$ cat src/rtl/core/bsp_point_leaf_locator_core_macros.svh
// assertion helpers for the locator core
`ifndef BSP_POINT_LEAF_LOCATOR_CORE_MACROS_SVH
`define BSP_POINT_LEAF_LOCATOR_CORE_MACROS_SVH

`ifndef ASSERT_OFF

`define BPL_ASSERT(label, clk, rst, prop) \
   label: assert property (@(posedge clk) disable iff (rst) prop) \
      else $error("bsp core assertion failed");

`define BPL_ASSERT_NEVER(label, clk, rst, cond) \
   `BPL_ASSERT(label, clk, rst, !(cond))

`else

`define BPL_ASSERT(label, clk, rst, prop)

`define BPL_ASSERT_NEVER(label, clk, rst, cond)

`endif

`endif

$ cat src/rtl/core/bsp_pll_pkg.sv
package bsp_pll_pkg;

   localparam int NODE_COUNT  = 4096;
   localparam int PLANE_COUNT = 8192;
   localparam int NODE_AW     = $clog2(NODE_COUNT);
   localparam int PLANE_AW    = $clog2(PLANE_COUNT);

   localparam int TYPE_W  = 2;
   localparam int IDX_W   = 13;
   localparam int NRM_W   = 16;
   localparam int OFF_W   = 32;
   localparam int PT_W    = 32;
   localparam int CHILD_W = 13;
   localparam int AT_W    = CHILD_W - 1;
   localparam int LEAF_W  = 12;
   localparam int STEP_W  = 13;
   localparam int FRAC_W  = 14;
   localparam int PROD_W  = PT_W + NRM_W;
   localparam int DIST_W  = PROD_W + 4;

   localparam int NODE_W  = IDX_W + 2 * CHILD_W;
   localparam int PLANE_W = 3 * NRM_W + OFF_W;

   localparam logic [TYPE_W-1:0] REQ_PLANE = 2'd0;
   localparam logic [TYPE_W-1:0] REQ_NODE  = 2'd1;
   localparam logic [TYPE_W-1:0] REQ_QUERY = 2'd2;

   localparam logic STATUS_DONE = 1'b0;
   localparam logic STATUS_LOOP = 1'b1;

   localparam logic [STEP_W-1:0] STEP_RESET = 13'd4096;

   localparam logic [1:0] LANE_X = 2'd0;
   localparam logic [1:0] LANE_Y = 2'd1;
   localparam logic [1:0] LANE_Z = 2'd2;

   typedef struct packed {
      logic       load;
      logic       mul;
      logic [1:0] lane;
      logic       acc_prod;
   } dist_ctrl_type;

endpackage

$ cat src/rtl/core/bsp_pll_dist.sv
module bsp_pll_dist
   import bsp_pll_pkg::*;
(
   input  logic                    clock,
   input  dist_ctrl_type           ctrl,
   input  logic signed [PT_W-1:0]  point_x,
   input  logic signed [PT_W-1:0]  point_y,
   input  logic signed [PT_W-1:0]  point_z,
   input  logic [PLANE_W-1:0]      plane,
   input  logic                    plane_ok,
   output logic                    positive
);

   logic signed [NRM_W-1:0]  nrm_sel;
   logic signed [PT_W-1:0]   pt_sel;
   logic signed [OFF_W-1:0]  off;
   logic signed [PROD_W-1:0] prod_in;
   logic signed [PROD_W-1:0] prod_ff;
   logic signed [DIST_W-1:0] acc_in;
   logic signed [DIST_W-1:0] acc_ff;
   logic signed [DIST_W-1:0] dist_sum;

   // plane word is {nx, ny, nz, offset}; a plane slot out of range acts as zero
   always_comb begin
      case (ctrl.lane)
         LANE_X: begin
            pt_sel  = point_x;
            nrm_sel = signed'(plane[PLANE_W-1 -: NRM_W]);
         end
         LANE_Y: begin
            pt_sel  = point_y;
            nrm_sel = signed'(plane[PLANE_W-1-NRM_W -: NRM_W]);
         end
         LANE_Z: begin
            pt_sel  = point_z;
            nrm_sel = signed'(plane[OFF_W +: NRM_W]);
         end
         default: begin
            pt_sel  = '0;
            nrm_sel = '0;
         end
      endcase
      if (!plane_ok) begin
         nrm_sel = '0;
      end
      off = plane_ok ? signed'(plane[OFF_W-1:0]) : '0;
   end

   assign prod_in = pt_sel * nrm_sel;

   always_comb begin
      acc_in = acc_ff;
      if (ctrl.load) begin
         acc_in = -(DIST_W'(off) <<< FRAC_W);
      end else if (ctrl.acc_prod) begin
         acc_in = acc_ff + DIST_W'(prod_ff);
      end
   end

   always_ff @(posedge clock) begin
      if (ctrl.mul) begin
         prod_ff <= prod_in;
      end
      acc_ff <= acc_in;
   end

   assign dist_sum = acc_ff + DIST_W'(prod_ff);
   assign positive = !dist_sum[DIST_W-1] && (dist_sum != '0);

endmodule

$ cat config.mk
export PLATFORM = sky130hd
export DESIGN_NAME = bsp_pll_dist
export DESIGN_NICKNAME = d
export VERILOG_FILES = /design/src/rtl/core/bsp_point_leaf_locator_core_macros.svh /design/src/rtl/core/bsp_pll_pkg.sv /design/src/rtl/core/bsp_pll_dist.sv
export SDC_FILE = /design/constraint.sdc
export NUM_CORES = 2
export LEC_CHECK = 0
export ABC_CLOCK_PERIOD_IN_PS = 17680
export BUFFER_PORTS_ARGS = -buffer_cell sky130_fd_sc_hd__buf_2
export CAP_MARGIN = 0
export CELL_PAD_IN_SITES_DETAIL_PLACEMENT = 1
export CELL_PAD_IN_SITES_GLOBAL_PLACEMENT = 2
export CORE_UTILIZATION = 40
export CTS_BUF_LIST = sky130_fd_sc_hd__clkbuf_4
export DETAILED_ROUTE_END_ITERATION = 6
export PLACE_DENSITY = 0.95
export SYNTH_ARGS = -nofsm -noshare
export SYNTH_HDL_FRONTEND = slang
export SYNTH_SLANG_ARGS = --single-unit
$ cat constraint.sdc
create_clock -name clock -period 17.68 [get_ports clock]
set_input_delay 3.536 -clock clock [delete_from_list [all_inputs] [get_ports clock]]
set_output_delay 3.536 -clock clock [all_outputs]
set_load 0.01 [all_outputs]
# Yosys cells after proc, flatten, opt, wreduce, memory -nomap -nowiden
# Cells that the tools add are included.
[word_totals] reg_bits=100 output_inout_bits=1
[op_classes] addsub=2 mul=1 eq_ne=2 muxes=6 n_reduce_logical=5
[op_table] cell="52-bit two-way mux" n=2
[op_table] cell="32-bit case mux with 3 select lines" n=1
[op_table] cell="52-bit by 48-bit adder with 52-bit output" n=1
[op_table] cell="46-bit negator with 52-bit output" n=1
[op_table] cell="52-bit nonzero test" n=1
[op_table] cell="32-bit by 16-bit multiplier with 48-bit output" n=1
[op_table] cell="16-bit case mux with 3 select lines" n=1
[op_table] cell="32-bit two-way mux" n=1
[op_table] cell="16-bit two-way mux" n=1
[op_table] cell="2-bit by 1-bit == test with 1-bit output, second input constant" n=1
[op_table] cell="2-bit == test, second input constant" n=1
[op_table] cell="2-bit logical NOT" n=1
[op_table] cell="2-bit nonzero test" n=1
[op_table] cell="1-bit logical AND" n=1
[op_table] cell="1-bit logical NOT" n=1

# Depth between registers and ports, before layout
[logic_depth] depth_word=4 depth_mapped=34 ltp_nobuf=30

# Worst setup path before layout
# Ideal clock, no wire load.
[synth_path] path_kind="input-to-reg" from="input port ctrl[2] (netlist name)" to="register prod_ff[45] (data pin)" setup_time_ns=0.259 t_arrival_ns=10.934 t_required_ns=17.421 setup_slack_ns=6.487 path_stages=30 cell_sequence="clkbuf_1 clkbuf_1 clkbuf_1 clkbuf_1 nor2_1 a21oi_1 nor2_1 fa_1 inv_1 fa_1 inv_1 fa_1 fa_1 fa_1 inv_1 fa_1 inv_1 ha_1 clkbuf_1 a21o_1 a21oi_1 o211ai_1 a221oi_1 o41a_1 o31a_1 o21ai_2 a211oi_2 o21bai_1 a21o_1 xor2_1"
[synth_via] elab_chain_cells=4 elab_cells_between_ends=7 classes_between="mul: 1; eq/ne: 2; mux: 3; reduce/logical: 1"
[synth_rtl] item="start: declaration" line_no="bsp_pll_dist.sv:5" text="input dist_ctrl_type ctrl,"
[synth_rtl] item="2-bit == test, or another cell as far along" line_no="bsp_pll_dist.sv:25" text="case (ctrl.lane)"
[synth_rtl] item="16-bit case mux with 3 select lines" line_no="bsp_pll_dist.sv:25"
[synth_rtl] item="16-bit two-way mux" line_no="bsp_pll_dist.sv:43" text="if (!plane_ok) begin"
[synth_rtl] item="32-bit by 16-bit multiplier with 48-bit output (*)" line_no="bsp_pll_dist.sv:49" text="assign prod_in = pt_sel * nrm_sel;"
[synth_rtl] item="via prod_in[45]" line_no="bsp_pll_dist.sv:17" text="logic signed [PROD_W-1:0] prod_in;"
[synth_rtl] item="end signal: assignment" line_no="bsp_pll_dist.sv:62" text="prod_ff <= prod_in;"
[synth_rtl] item="end: declaration" line_no="bsp_pll_dist.sv:18" text="logic signed [PROD_W-1:0] prod_ff;"
# Mark *: on every way through the listed nets, which the timed path passes. The rest lies on a longest branch.
# A chain may end at the register's enable or synchronous reset.

# Worst setup path after layout
[layout_path] from="input port ctrl[2] (netlist name)" to="register prod_ff[47] (data pin)"
# The elaborated chain is that of the path after synthesis.

==> results.yml <==
global_route:
  grtUsageTotal_pct: 26.4
  grt_start_max_net_pins: 70
  grt.overflow.total: 0
  grt_pass1_wl_mm: 134
  grt_pass1_vias: 23600
  grt_antenna_before_repair: 3
job:
  maxCapViolCount: 0
yosys:
  synth.distinct_cells: 87
  netlist.area_leader.share_pct: 37.6
  syn_area_per_cell_sq_um: 8.68
  synth_common_cells: "inv_1 (580), fa_1 (488), nor2_1 (368), nand2_1 (351), ha_1 (165)"
  ys_seq_elements: 100
  yosysTopAreaCell: "fa_1"
  async_flop_share_pct: 0
  yosysWarnings: 0
  synthFlopType: "edfxtp_1"
  synth_area_leaders: "fa_1 (38%), edfxtp_1 (12%), inv_1 (8.4%)"
  synth_edf_count: 100
  synth_nets: 3830
  syn_inst: 2994
  synth-seq-area-share_pct: 11.5
  synth_most_common_cell: "inv_1"
  synth_area_sq_um: 26000
worst_setup_path:
  worst_path_max_delay_cell: "buf_4"
  cp_max_fo: 58
  end_kind: "flop"
  max_stage_delay_ns: 0.65
  cp.required_ns: 17.96
  critPathArrivalTime_ns: 12.33
  cp.buffers_inverters: 6
  cp_top_family: "adder cells"
  start_kind: "primary input"
  crit_type: "in -> reg"
  path_common_cell: "fa_1"
clocking:
  clock-sinks: 100
  root_buffer: "clkbuf_4"
  clk_pin_slew_ns: 0.15
  cts.path.max_buffers: 2
  htree_levels: 3
  cts_setup_buffers: 0
  cts_tree: "yes"
  insertion_delay_ns: 0.53
  ctsResizeCount: 0
  hold_buffers: 0
  cts_buffers: 9
outcome:
  status: "finished clean"
timing:
  fin_crit_ns: 12.05
  hold_viol: 0
  rsz0062_at_grt: "no"
  setup_viol: 0
  fin_crit_sh_pct: 68.2
  maxSlewViolCount: 0
  max_freq_ghz: 0.0830
  max_slew_margin_pct: 12.0
  worst_hold_slack_ns: 0.755
  worst_slew_pin_slew_ns: 1.32
  skew_ns: 0.0277
  fin_tns_setup_ns: 0
pwr:
  power.density_nw_per_um2: 142
  leakagePower_nw: 13.4
  ir_drop_uv: 65.5
routing:
  wl_per_cell_um: 21.7
  drtIter0Drc: 1674
  via_per_inst: 5.41
  drc_errors: 0
  drt.antenna.violating_nets: 0
  first_pass_iters: 5
  vias: 21500
  drt_wl_total_mm: 86.2
floorplan:
  die_x_um: 257
  ios: 184
  initial_core_util_pct: 40.4
  core_sq_um: 64300
  rows: 93
  die_h_um: 257
  die-area_sq_um: 66000
finish:
  nets: 3946
  drive_gt1_share_pct: 9.05
  area_growth_pct: 7.79
  finish.utilization_pct: 43.6
  design_area_sq_um: 28000
placed_design:
  dpl.hpwl_mm: 71.0
  place_area_sq_um: 27900
  io_buffers: 183
  gp_congestion: 0.917
worst_hold_path:
  hold_path_class: "reg -> reg"
[tightest hold or removal path, delay by kind of cell, from the launching register on]
family / cells / cell delay, ns
flip-flops: 1 / 0.36
AND/OR/NAND/NOR: 1 / 0.13
adder cells (fa/ha/maj): 1 / 0.15
[worst paths after layout]
kind,cells past startpoint,end,slack [ns],startpoint
max,28,prod_ff[47],5.63,ctrl[2]
max reg2reg,13,acc_ff[50],13.97,prod_ff[0]
min,2,acc_ff[0],0.76,acc_ff[0]
min reg2reg,2,acc_ff[0],0.76,acc_ff[0]
[power by group]
| part | leakage [nW] | internal [mW] | switching, mW |
|---|---|---|---|
| combinational | 12.3 | 1.29 | 2.02 |
| clock | 0.0794 | 0.0460 | 0.0858 |
| sequential | 1.01 | 0.479 | 0.0567 |
[kinds of logic (layout without fill, tap and decap cells)]
logic type      count (synthesis)  count (layout)  synth area share, %
compound gates                455             455                 11.4
xor+xnor                      113             113                 3.81
fa+ha+maj                     653             653                 45.5
buf+inv                       692             813                 10.1
flops                         100             100                 11.5
mux                            57              57                 2.20
other cells                     0               2                    0
simple gates                  924             924                 15.4
[sequential cells by signal, summed over array words and instances, names as in the netlist]
name     flops
acc_ff      52
prod_ff     48
[through the flow]
step	std cells	setup slack [ns]	power [mW]
final	3972	5.63	3.99
after global routing	3971	5.25	4.33
after floorplan	2994	6.49	2.88
after global placement	3954	5.30	3.69
after detailed placement	3954	5.06	3.79
after CTS	3970	5.65	3.94
[area by class of cell]
class	instances	area [sq um]
diodes	2	5.00
clock buffers	10	75.1
clock inverters	6	68.8
fillers	7727	36300
inverters	581	2180
multi-input cells	2202	20500
flip-flops and latches	100	3000
well taps	855	1070
repair buffers	216	1170
[layer usage]
metal	track usage (%)	vias up	wire length, um
met5	0	-	13
met4	9.16	2	3060
met3	4.44	157	5850
met2	43.6	745	40100
met1	35.0	10900	37100
li1	-	9691	-
[cells in the final DEF (no fill, tap or decap), types with 14 or more instances in the layout]
master    count
inv_1       580
fa_1        488
nor2_1      361
nand2_1     351
buf_2       181
ha_1        165
a21oi_1     114
edfxtp_1    100
xnor2_1      76
o21ai_0      75
mux2i_1      55
a21o_1       55
o21a_1       39
xor2_1       37
buf_4        35
o21ai_1      31
and2_1       27
nand3_1      25
nor2b_1      21
and3_1       19
nand4_1      19
nor3_1       19
nand2b_1     17
o22ai_1      17
a31oi_1      16
o211ai_1     16
o21bai_1     14
No activity file was read; power rests on OpenSTA's default activity.
